File: src/rtl/pacs_pkg.sv
// Shared types and constants for the paged Adler-32 image checksum block.
`timescale 1ns / 1ps
`default_nettype none

package pacs_pkg;

  // Adler-32 modulus, the largest prime below 2^16.
  localparam logic [16:0] ADLER_MOD = 17'd65521;

  // Width and reset value of the page length register.
  localparam int PAGE_BYTES_W = 13;
  localparam logic [PAGE_BYTES_W-1:0] PAGE_BYTES_RESET = 13'd256;

  // Default upper bound on the page length.
  localparam int DEF_MAX_PAGE_BYTES = 4096;

  // Number of entries in the queue between the front and the back.
  localparam int QUEUE_DEPTH = 2;

  // One classified word as it travels from the front to the back.
  typedef struct packed {
    logic [7:0] data_byte;
    logic       close_page;
    logic       image_end;
  } pacs_item_t;

endpackage

`default_nettype wire

File: src/rtl/pacs_front.sv
// Front end: accepts input words, counts bytes in the page and marks page closes.
`timescale 1ns / 1ps
`default_nettype none

module pacs_front
  import pacs_pkg::*;
#(
  parameter int MAX_PAGE_BYTES = DEF_MAX_PAGE_BYTES
) (
  input  wire logic                    clk,
  input  wire logic                    rst,
  input  wire logic [PAGE_BYTES_W-1:0] page_bytes,
  input  wire logic                    in_valid,
  input  wire logic [7:0]              data_byte,
  input  wire logic                    image_end,
  input  wire logic                    queue_full,
  output logic                         in_stall,
  output logic                         push,
  output pacs_item_t                   push_item
);

  localparam int CNT_W = $clog2(MAX_PAGE_BYTES + 1);
  localparam int LEN_W = (CNT_W > PAGE_BYTES_W) ? CNT_W : PAGE_BYTES_W;
  localparam logic [LEN_W-1:0] MAX_LEN = LEN_W'(MAX_PAGE_BYTES);

  logic [CNT_W-1:0] bytes_in_page;
  logic [CNT_W-1:0] bytes_in_page_next;
  logic [LEN_W-1:0] cfg_len;
  logic [LEN_W-1:0] eff_len;
  logic [LEN_W-1:0] count_inc;
  logic             close_page;

  // Clamp the programmed length into the supported range.
  always_comb begin
    cfg_len = LEN_W'(page_bytes);
    if (cfg_len == '0) begin
      eff_len = LEN_W'(1);
    end else if (cfg_len > MAX_LEN) begin
      eff_len = MAX_LEN;
    end else begin
      eff_len = cfg_len;
    end
  end

  assign count_inc  = LEN_W'(bytes_in_page) + LEN_W'(1);
  assign close_page = (count_inc >= eff_len) || image_end;

  assign in_stall = queue_full;
  assign push     = in_valid && !queue_full;

  always_comb begin
    push_item.data_byte  = data_byte;
    push_item.close_page = close_page;
    push_item.image_end  = image_end;
  end

  assign bytes_in_page_next = close_page ? '0 : count_inc[CNT_W-1:0];

  always_ff @(posedge clk) begin
    if (rst) begin
      bytes_in_page <= '0;
    end else if (push) begin
      bytes_in_page <= bytes_in_page_next;
    end
  end

endmodule

`default_nettype wire

File: src/rtl/pacs_queue.sv
// Short register queue between the front end and the checksum back end.
`timescale 1ns / 1ps
`default_nettype none

module pacs_queue
  import pacs_pkg::*;
(
  input  wire logic       clk,
  input  wire logic       rst,
  input  wire logic       push,
  input  wire pacs_item_t push_item,
  input  wire logic       pop,
  output logic            full,
  output logic            not_empty,
  output pacs_item_t      head_item
);

  localparam int IDX_W = (QUEUE_DEPTH > 1) ? $clog2(QUEUE_DEPTH) : 1;
  localparam int CNT_W = $clog2(QUEUE_DEPTH + 1);
  localparam logic [IDX_W-1:0] LAST_IDX = IDX_W'(QUEUE_DEPTH - 1);
  localparam logic [CNT_W-1:0] FULL_CNT = CNT_W'(QUEUE_DEPTH);

  pacs_item_t       entries [QUEUE_DEPTH];
  logic [IDX_W-1:0] wr_ptr;
  logic [IDX_W-1:0] rd_ptr;
  logic [CNT_W-1:0] count;
  logic [CNT_W-1:0] count_next;

  assign full      = (count == FULL_CNT);
  assign not_empty = (count != '0);
  assign head_item = entries[rd_ptr];

  always_comb begin
    count_next = count;
    if (push && !pop) begin
      count_next = count + CNT_W'(1);
    end else if (pop && !push) begin
      count_next = count - CNT_W'(1);
    end
  end

  always_ff @(posedge clk) begin
    if (rst) begin
      wr_ptr <= '0;
      rd_ptr <= '0;
      count  <= '0;
    end else begin
      if (push) begin
        wr_ptr <= (wr_ptr == LAST_IDX) ? '0 : wr_ptr + IDX_W'(1);
      end
      if (pop) begin
        rd_ptr <= (rd_ptr == LAST_IDX) ? '0 : rd_ptr + IDX_W'(1);
      end
      count <= count_next;
    end
  end

  always_ff @(posedge clk) begin
    if (push) begin
      entries[wr_ptr] <= push_item;
    end
  end

endmodule

`default_nettype wire

File: src/rtl/pacs_back.sv
// Back end: updates the Adler-32 sums and holds the result register.
`timescale 1ns / 1ps
`default_nettype none

module pacs_back
  import pacs_pkg::*;
(
  input  wire logic       clk,
  input  wire logic       rst,
  input  wire logic       item_valid,
  input  wire pacs_item_t item,
  output logic            pop,
  output logic            out_valid,
  input  wire logic       out_stall,
  output logic [31:0]     page_checksum,
  output logic [15:0]     page_number,
  output logic [31:0]     image_sum,
  output logic            image_done
);

  logic [15:0] sum_low;
  logic [15:0] sum_high;
  logic [15:0] pages_done;
  logic [31:0] running_image_sum;

  logic [16:0] low_add;
  logic [15:0] sum_low_next;
  logic [16:0] high_add;
  logic [15:0] sum_high_next;
  logic [31:0] checksum;
  logic [31:0] image_sum_next;
  logic        emit;

  // One conditional subtract per sum keeps each below the modulus.
  always_comb begin
    low_add = {1'b0, sum_low} + {9'd0, item.data_byte};
    if (low_add >= ADLER_MOD) begin
      low_add = low_add - ADLER_MOD;
    end
    sum_low_next = low_add[15:0];
    high_add = {1'b0, sum_high} + {1'b0, sum_low_next};
    if (high_add >= ADLER_MOD) begin
      high_add = high_add - ADLER_MOD;
    end
    sum_high_next = high_add[15:0];
  end

  assign checksum       = {sum_high_next, sum_low_next};
  assign image_sum_next = running_image_sum + checksum;

  assign pop  = item_valid && (!out_valid || !out_stall);
  assign emit = pop && item.close_page;

  always_ff @(posedge clk) begin
    if (rst) begin
      sum_low           <= 16'd1;
      sum_high          <= 16'd0;
      pages_done        <= '0;
      running_image_sum <= '0;
      out_valid         <= 1'b0;
    end else begin
      if (out_valid && !out_stall) begin
        out_valid <= 1'b0;
      end
      if (pop) begin
        if (item.close_page) begin
          sum_low   <= 16'd1;
          sum_high  <= 16'd0;
          out_valid <= 1'b1;
          if (item.image_end) begin
            pages_done        <= '0;
            running_image_sum <= '0;
          end else begin
            pages_done        <= pages_done + 16'd1;
            running_image_sum <= image_sum_next;
          end
        end else begin
          sum_low  <= sum_low_next;
          sum_high <= sum_high_next;
        end
      end
    end
  end

  always_ff @(posedge clk) begin
    if (emit) begin
      page_checksum <= checksum;
      page_number   <= pages_done;
      image_sum     <= image_sum_next;
      image_done    <= item.image_end;
    end
  end

endmodule

`default_nettype wire

File: src/rtl/paged_adler32_image_checksum.sv
// Top level of the paged Adler-32 image checksum block.
//
//   Channel  Direction  Handshake            Word contents
//   in       input      in_valid / in_stall  data_byte, image_end
//   out      output     out_valid/out_stall  page_checksum, page_number, image_sum, image_done
//   cfg      input      cfg_we               cfg_wdata (page length in bytes)
//
// The block takes one input word per cycle while the queue is not full. The front is
// combinational, so an accepted word is written into the queue at its accepting edge;
// the back end loads the result register when it pops the closing word from the queue,
// and folds one word per cycle into the sums while the output is not stalled.
// Reset is synchronous and clears the sums, the page and image state and the queue;
// the page length returns to 256 bytes.
// A stall on the output stops the back end only; the front keeps taking words
// until the two-entry queue fills, and then raises in_stall.
`timescale 1ns / 1ps
`default_nettype none

module paged_adler32_image_checksum
  import pacs_pkg::*;
#(
  parameter int MAX_PAGE_BYTES = DEF_MAX_PAGE_BYTES
) (
  input  wire logic                    clk,
  input  wire logic                    rst,
  // Page length register write port.
  input  wire logic                    cfg_we,
  input  wire logic [PAGE_BYTES_W-1:0] cfg_wdata,
  // Input words: one image byte each.
  input  wire logic                    in_valid,
  output logic                         in_stall,
  input  wire logic [7:0]              data_byte,
  input  wire logic                    image_end,
  // Result words: one per closed page.
  output logic                         out_valid,
  input  wire logic                    out_stall,
  output logic [31:0]                  page_checksum,
  output logic [15:0]                  page_number,
  output logic [31:0]                  image_sum,
  output logic                         image_done
);

  // Page length as programmed. The front clamps it into 1..MAX_PAGE_BYTES
  // when it decides where a page ends.
  logic [PAGE_BYTES_W-1:0] page_bytes;

  always_ff @(posedge clk) begin
    if (rst) begin
      page_bytes <= PAGE_BYTES_RESET;
    end else if (cfg_we) begin
      page_bytes <= cfg_wdata;
    end
  end

  logic       queue_full;
  logic       queue_not_empty;
  logic       push;
  logic       pop;
  pacs_item_t push_item;
  pacs_item_t head_item;

  // The front only counts bytes, so it can decide page closes without
  // waiting for the sums.
  pacs_front #(
    .MAX_PAGE_BYTES(MAX_PAGE_BYTES)
  ) u_front (
    .clk       (clk),
    .rst       (rst),
    .page_bytes(page_bytes),
    .in_valid  (in_valid),
    .data_byte (data_byte),
    .image_end (image_end),
    .queue_full(queue_full),
    .in_stall  (in_stall),
    .push      (push),
    .push_item (push_item)
  );

  pacs_queue u_queue (
    .clk      (clk),
    .rst      (rst),
    .push     (push),
    .push_item(push_item),
    .pop      (pop),
    .full     (queue_full),
    .not_empty(queue_not_empty),
    .head_item(head_item)
  );

  // The back folds each byte into the sums and loads the result register
  // when a word closes a page.
  pacs_back u_back (
    .clk          (clk),
    .rst          (rst),
    .item_valid   (queue_not_empty),
    .item         (head_item),
    .pop          (pop),
    .out_valid    (out_valid),
    .out_stall    (out_stall),
    .page_checksum(page_checksum),
    .page_number  (page_number),
    .image_sum    (image_sum),
    .image_done   (image_done)
  );

endmodule

`default_nettype wire

File: config.mk
export PLATFORM = sky130hd
export DESIGN_NAME = paged_adler32_image_checksum
export DESIGN_NICKNAME = d
export VERILOG_FILES = /design/src/rtl/pacs_pkg.sv /design/src/rtl/pacs_front.sv /design/src/rtl/pacs_queue.sv /design/src/rtl/pacs_back.sv /design/src/rtl/paged_adler32_image_checksum.sv
export SDC_FILE = /design/constraint.sdc
export NUM_CORES = 1
export LEC_CHECK = 0
export BUFFER_PORTS_ARGS = -buffer_cell sky130_fd_sc_hd__buf_2
export CORE_MARGIN = 1
export CORE_UTILIZATION = 29
export CTS_BUF_LIST = sky130_fd_sc_hd__clkbuf_4
export CTS_CLUSTER_DIAMETER = 80
export DETAILED_ROUTE_END_ITERATION = 10
export PLACE_DENSITY_LB_ADDON = 0.08
export RECOVER_POWER = 50
export SYNTH_ARGS = -nofsm -noshare
export SYNTH_HDL_FRONTEND = slang
export SYNTH_SLANG_ARGS = --single-unit
export TNS_END_PERCENT = 1
File: constraint.sdc
create_clock -name clk -period 11.07 [get_ports clk]
set_input_delay 0.5535 -clock clk [delete_from_list [all_inputs] [get_ports clk]]
set_output_delay 0.5535 -clock clk [all_outputs]
set_load 0.05 [all_outputs]
[Yosys cells after proc, flatten, opt, wreduce, memory -nomap -nowiden]
Memories as Yosys holds them, arrays and structs flattened. A register that Yosys moved wholly into a read port is not among the register bits.
Cells that the tools add are included.
Word-level totals
  register bits after elaboration: 192
  bits in writable memories: 20
  output and inout port bits: 83
  memories: 1
Operators by class
  add/subtract/negate cells: 11
  $lt $le $gt $ge: 4
  eq/ne operators: 1
  mux-type cells: 20
  reduce and logical (&&, ||, !) cells: 17
Memory list
  u_queue.entries: depth 2, width 10, read ports 1, clocked after memory_dff 1, write ports 1, line pacs_queue.sv:23  | pacs_item_t entries [QUEUE_DEPTH];
Operator list (count)
  2-to-1 mux 16 bit: 5
  2-to-1 mux 13 bit: 3
  >= comparator 17 x 16 -> 1 bit, second input constant: 2
  adder 32 bit: 1
  2-to-1 mux 32 bit: 1
  subtractor 16 bit, second input constant: 2
  adder 16 x 16 -> 17 bit: 1
  adder 16 x 8 -> 17 bit: 1
  adder 16 x 1 -> 16 bit, second input constant: 1
  adder 13 x 1 -> 13 bit, second input constant: 1
  >= comparator 13 bit: 1
  greater-than comparator 13 bit, second input constant: 1
  logical NOT 13 bit: 1
  2-to-1 mux 1 bit: 9
  logical AND 1 bit: 6
  logical NOT 1 bit: 5
  2-to-1 mux 2 bit: 2
  nonzero test 2 bit: 2
  adder 1 bit, second input constant: 2
  adder 2 x 1 -> 2 bit, second input constant: 1
  == test 2 bit, second input constant: 1
  logical OR 1 bit: 2
  AND reduction 2 bit: 1
  subtractor 2 x 1 -> 2 bit, second input constant: 1

[Depth between registers and ports, before layout]
  word-level depth: 8
  gate-level depth with buffers: 36
  depth with buffers taken out: 34

[Modules after synthesis]
From an unflattened synthesis, not the netlist that was laid out.
Unflattened totals
  cell total of the unflattened synthesis: 1088
  area, all modules: 11499.8 µm²
By module, submodules not included
  pacs_back: instances 1, cells each 846, area each 8848.5 µm²
  pacs_front: instances 1, cells each 147, area each 1246.2 µm²
  pacs_queue: instances 1, cells each 53, area each 928.4 µm²
  paged_adler32_image_checksum: instances 1, cells each 42, area each 476.7 µm²

[Worst setup path after synthesis]
Ideal clock, no wire load.
  path kind: register to register
  start point: register with a tool-made name
  end point: register u_back.image_sum[31], data pin
  setup time: 0.258 ns
  data arrival time: 8.057 ns
  setup slack: 2.756 ns
  stages on the path, launching flop included: 35
  clock period less this slack: 8.314 ns
  cells stage by stage: dfxtp_1 -> clkbuf_1 -> mux2_2 -> ha_1 -> fa_1 -> a21o_1 -> a211o_1 -> a21bo_2 -> nand3_1 -> a2111oi_0 -> o311a_1 -> a31oi_4 -> nor2_1 -> xor2_1 -> ha_1 -> a21o_1 -> a2111oi_1 -> a21oi_2 -> xnor2_1 -> or3_4 -> nor4_4 -> a21oi_4 -> buf_6 -> a21oi_1 -> ha_1 -> o21ai_0 -> nand2b_1 -> a41oi_1 -> o21ai_0 -> a41oi_1 -> o21ai_1 -> a221o_1 -> a21o_1 -> and2_1 -> xnor2_1
RTL lines
  end signal, assigned: line pacs_back.sv:89  | image_sum <= image_sum_next;
  end, declared: line pacs_back.sv:17  | output logic [31:0] image_sum,

==> results.md <==
* Status: finished, violations left
* Failing checks: max-capacitance violations, max-slew violations
* Cells after Synth at 1087
* Total GRT Usage at 15.7%
* Slowest stage cell, crit path: xor2_1
* Hold crit path type: in2reg
* Post-Synth XOR/XNOR Area at 7.55%
* Num CTS Buffers at 61
* Post-route antenna net violation count at 0
* R2r setup slk at 1620 ps
* Critical Path Max Stage Delay at 620 ps
* Synth Register Bits at 213
* CTS root buf: clkbuf_4
* Syn_area_per_cell at 10.6 µm²
* Combinational family with the most area after synthesis: compound AO/OA/AOI/OAI gates
* First-pass GRT wire length at 49.5 mm
* Crit Path Class: reg2reg
* Mux share of post-synthesis cell area at 2.47%
* Peak VDD IR at 0.000113 V
* Core region area at 38800 µm²
* Max-capacitance violation count at 2
* Most frequent cells after synthesis: dfxtp_1, edfxtp_1, nor2_1
* EDFF count, synth at 101
* Final #Nets at 1363
* CTS tree: done
* Adder-Cell Fraction of Synth Area at 8.91%
* DR vias at 8826
* Worst hold slack at 260 ps
* Power Dens Cells at 319 nW/µm²
* Unrepaired setup endpoints after global routing: no
* Post-CTS setup buffer count at 0
* Clock power share at 18.3%
* CTS clk-pin slew, worst paths at 60 ps
* Seq/Total Area, Yosys at 45.9%
* Max clock buf depth at 3
* Antenna violations before repair at 2
* Grt total ovfl at 0
* Via density at 4.82
* Synth Warn # at 0
* Synth top area cells: edfxtp_1, dfxtp_1, ha_1
* Post-Syn Nets at 1194
* Top-area cell type share of the netlist area at 26.4%
* CTS Sinks at 213
* Setup TNS at 0 ps
* Startpoint Class: flop
* Setup-failing EPs final at 0
* Simple-gate area share of the yosys netlist at 15.1%
* Reg-to-Reg End: u_back.image_sum[31]$_DFFE_PP_
* Dpl hpwl at 22.8 mm
* Library cells used by synthesis at 88
* Max Slew Vio Count at 110
* Vias in the first global route at 8807
* # fillers at 3991
* Die Wd at 201 µm
* Worst-Skew Late Latency at 820 ps
* CP required at 11630 ps
* # rows at 72
* Pint at 0.00227 W
* Worst r2r path cells at 32
* H-tree lvl count at 2
* Largest area contributor in the netlist: edfxtp_1
* 1st-pass router iterations at 5
* Slew headroom at -174%
* Initial DRC count at 475
* Drt drc at 0
* I/O Pins at 110
* Critical path destination: u_back.image_sum[31]$_DFFE_PP_
* Critical Path End Type: flop
* Total Routed Length at 31.5 mm
* DR WL/cell at 17.2 µm
* Area grow syn2layout at 18.3%
* Compound-Gate Fraction of Synth Area at 17.8%
* Initial Util at 29.6%
* Ys flop type: dfxtp_1
* GPL Wtd Cong at 0.830
* Die area at 40400 µm²
* Data arrival, critical path at 10010 ps
* Port Buffer Count at 109
* Comb power frac at 53.5%
* Final period utilization at 85.4%
* Async SR Flop Fraction at 0%
* Skew final at 60.9 ps
* Most common cell in the netlist: dfxtp_1
* Share of layout cells above drive strength 1 at 13.9%
* Max Clock Freq at 106 MHz
* Reg power frac at 28.2%
* Final hold vios at 0
* Tmin final at 9450 ps
* Post-synthesis cell area at 11500 µm²
* Pleak at 5.53 nW
* Crit path top cell by count: a21o_1
* Largest net degree at the start of global routing at 69
* Switching Share at 47.6%
* Worst Path Max Fanout at 14
* Least-Margin Pin Slew at 4110 ps
* Sw Pwr at 0.00207 W
* Chip Height at 201 µm
==> per-layer routing <==
metal / part of all wire, % / global-route usage (%)
met5: 0 / 0
met4: 3.3 / 7.14
met3: 5.5 / 4.51
met2: 43 / 23.4
met1: 48 / 21.0
==> final cells by class <==
cell class	count	area, µm²	area share, %
Antenna cell	4	10.0	0.0737
Clock buffer	96	721	5.31
Clock inverter	20	130	0.958
Inverter	26	98.8	0.728
Multi-Input combinational cell	811	5970	43.9
Sequential cell	213	5280	38.8
Tap cell	518	648	4.77
Timing Repair Buffer	143	733	5.40
==> logic make-up after synthesis <==
group,count (synthesis)
simple gates,323
compound gates,282
flops,213
xor+xnor,99
fa+ha+maj,80
buf+inv,63
mux,27
==> what timing repair did <==
item                       CTS  global route
hold buffers                23             0
setup endpoints to repair    0             0
resized for setup            0             0
hold endpoints to repair    32             0
==> placed cells by master (no fill, tap or decap), drive strengths merged, types with 26 or more instances in the layout <==
cell / Yosys / layout
ha: 77 / 77
a21o: 30 / 30
o21ai: 42 / 42
a21oi: 64 / 64
nor2: 92 / 92
xnor2: 49 / 49
buf: 11 / 26
xor2: 50 / 50
clkbuf: 26 / 190
nand3: 30 / 30
a22o: 47 / 47
nand2: 68 / 68
dfxtp: 112 / 112
edfxtp: 101 / 101
==> registers in the layout, indices dropped and copies added (netlist names), 2 cells and up, named ones only <==
register / flops
page_bytes: 13
u_back.image_sum: 32
u_back.sum_high: 16
u_back.page_checksum: 32
u_back.sum_low: 16
u_queue.entries: 20
u_back.running_image_sum: 32
u_back.page_number: 16
u_queue.count: 2
u_front.bytes_in_page: 13
u_back.pages_done: 16
==> power by group through the flow <==
stage                     Sequential, W  Clock, W  Combinational (W)
final                           0.00122  0.000793            0.00232
after global routing            0.00125  0.000874            0.00255
after CTS                       0.00121  0.000836            0.00237
after detailed placement        0.00123         0            0.00236
after global placement          0.00123         0            0.00237
after floorplan                 0.00156         0            0.00141
==> worst min path at each step <==
stage | startpoint | to | slack (ps) | depth (start not counted)
CTS | rst | u_queue.rd_ptr$_SDFFE_PP0P_ | 7 | 2
global route | rst | u_queue.rd_ptr$_SDFFE_PP0P_ | 200 | 2
global placement | u_back.pages_done[15]$_SDFFE_PP0P_ | u_back.page_number[15]$_DFFE_PP_ | 440 | 0
finish | rst | u_queue.rd_ptr$_SDFFE_PP0P_ | 260 | 2
floorplan | u_back.pages_done[15]$_SDFFE_PP0P_ | u_back.page_number[15]$_DFFE_PP_ | 420 | 0
detailed placement | u_back.pages_done[15]$_SDFFE_PP0P_ | u_back.page_number[15]$_DFFE_PP_ | 430 | 0
==> stage by stage <==
step / setup WS, ps / power (W) / cells / utilization, % / instance area (µm²)
after floorplan: 2760 / 0.00297 / 1087 / - / 11500
after CTS: 1470 / 0.00442 / 1827 / 35.3 / 13700
final: 1620 / 0.00434 / 1831 / 35.0 / 13600
after detailed placement: 1490 / 0.00358 / 1688 / 32.5 / 12600
after global routing: 891 / 0.00467 / 1831 / 35.0 / 13600
after global placement: 1640 / 0.00360 / 1688 / 32.5 / 12600
==> critical path: cells and delay by family, from the launching register on <==
family	cells	cell delay (ps)
adders and majority gates	4	1460
xor gates and xnor gates	3	960
and+or+nand+nor	7	1510
AOI/OAI and AO/OA	16	3910
muxes	2	820
DFF	1	570
Note: power is estimated with default switching activity, not from simulation.
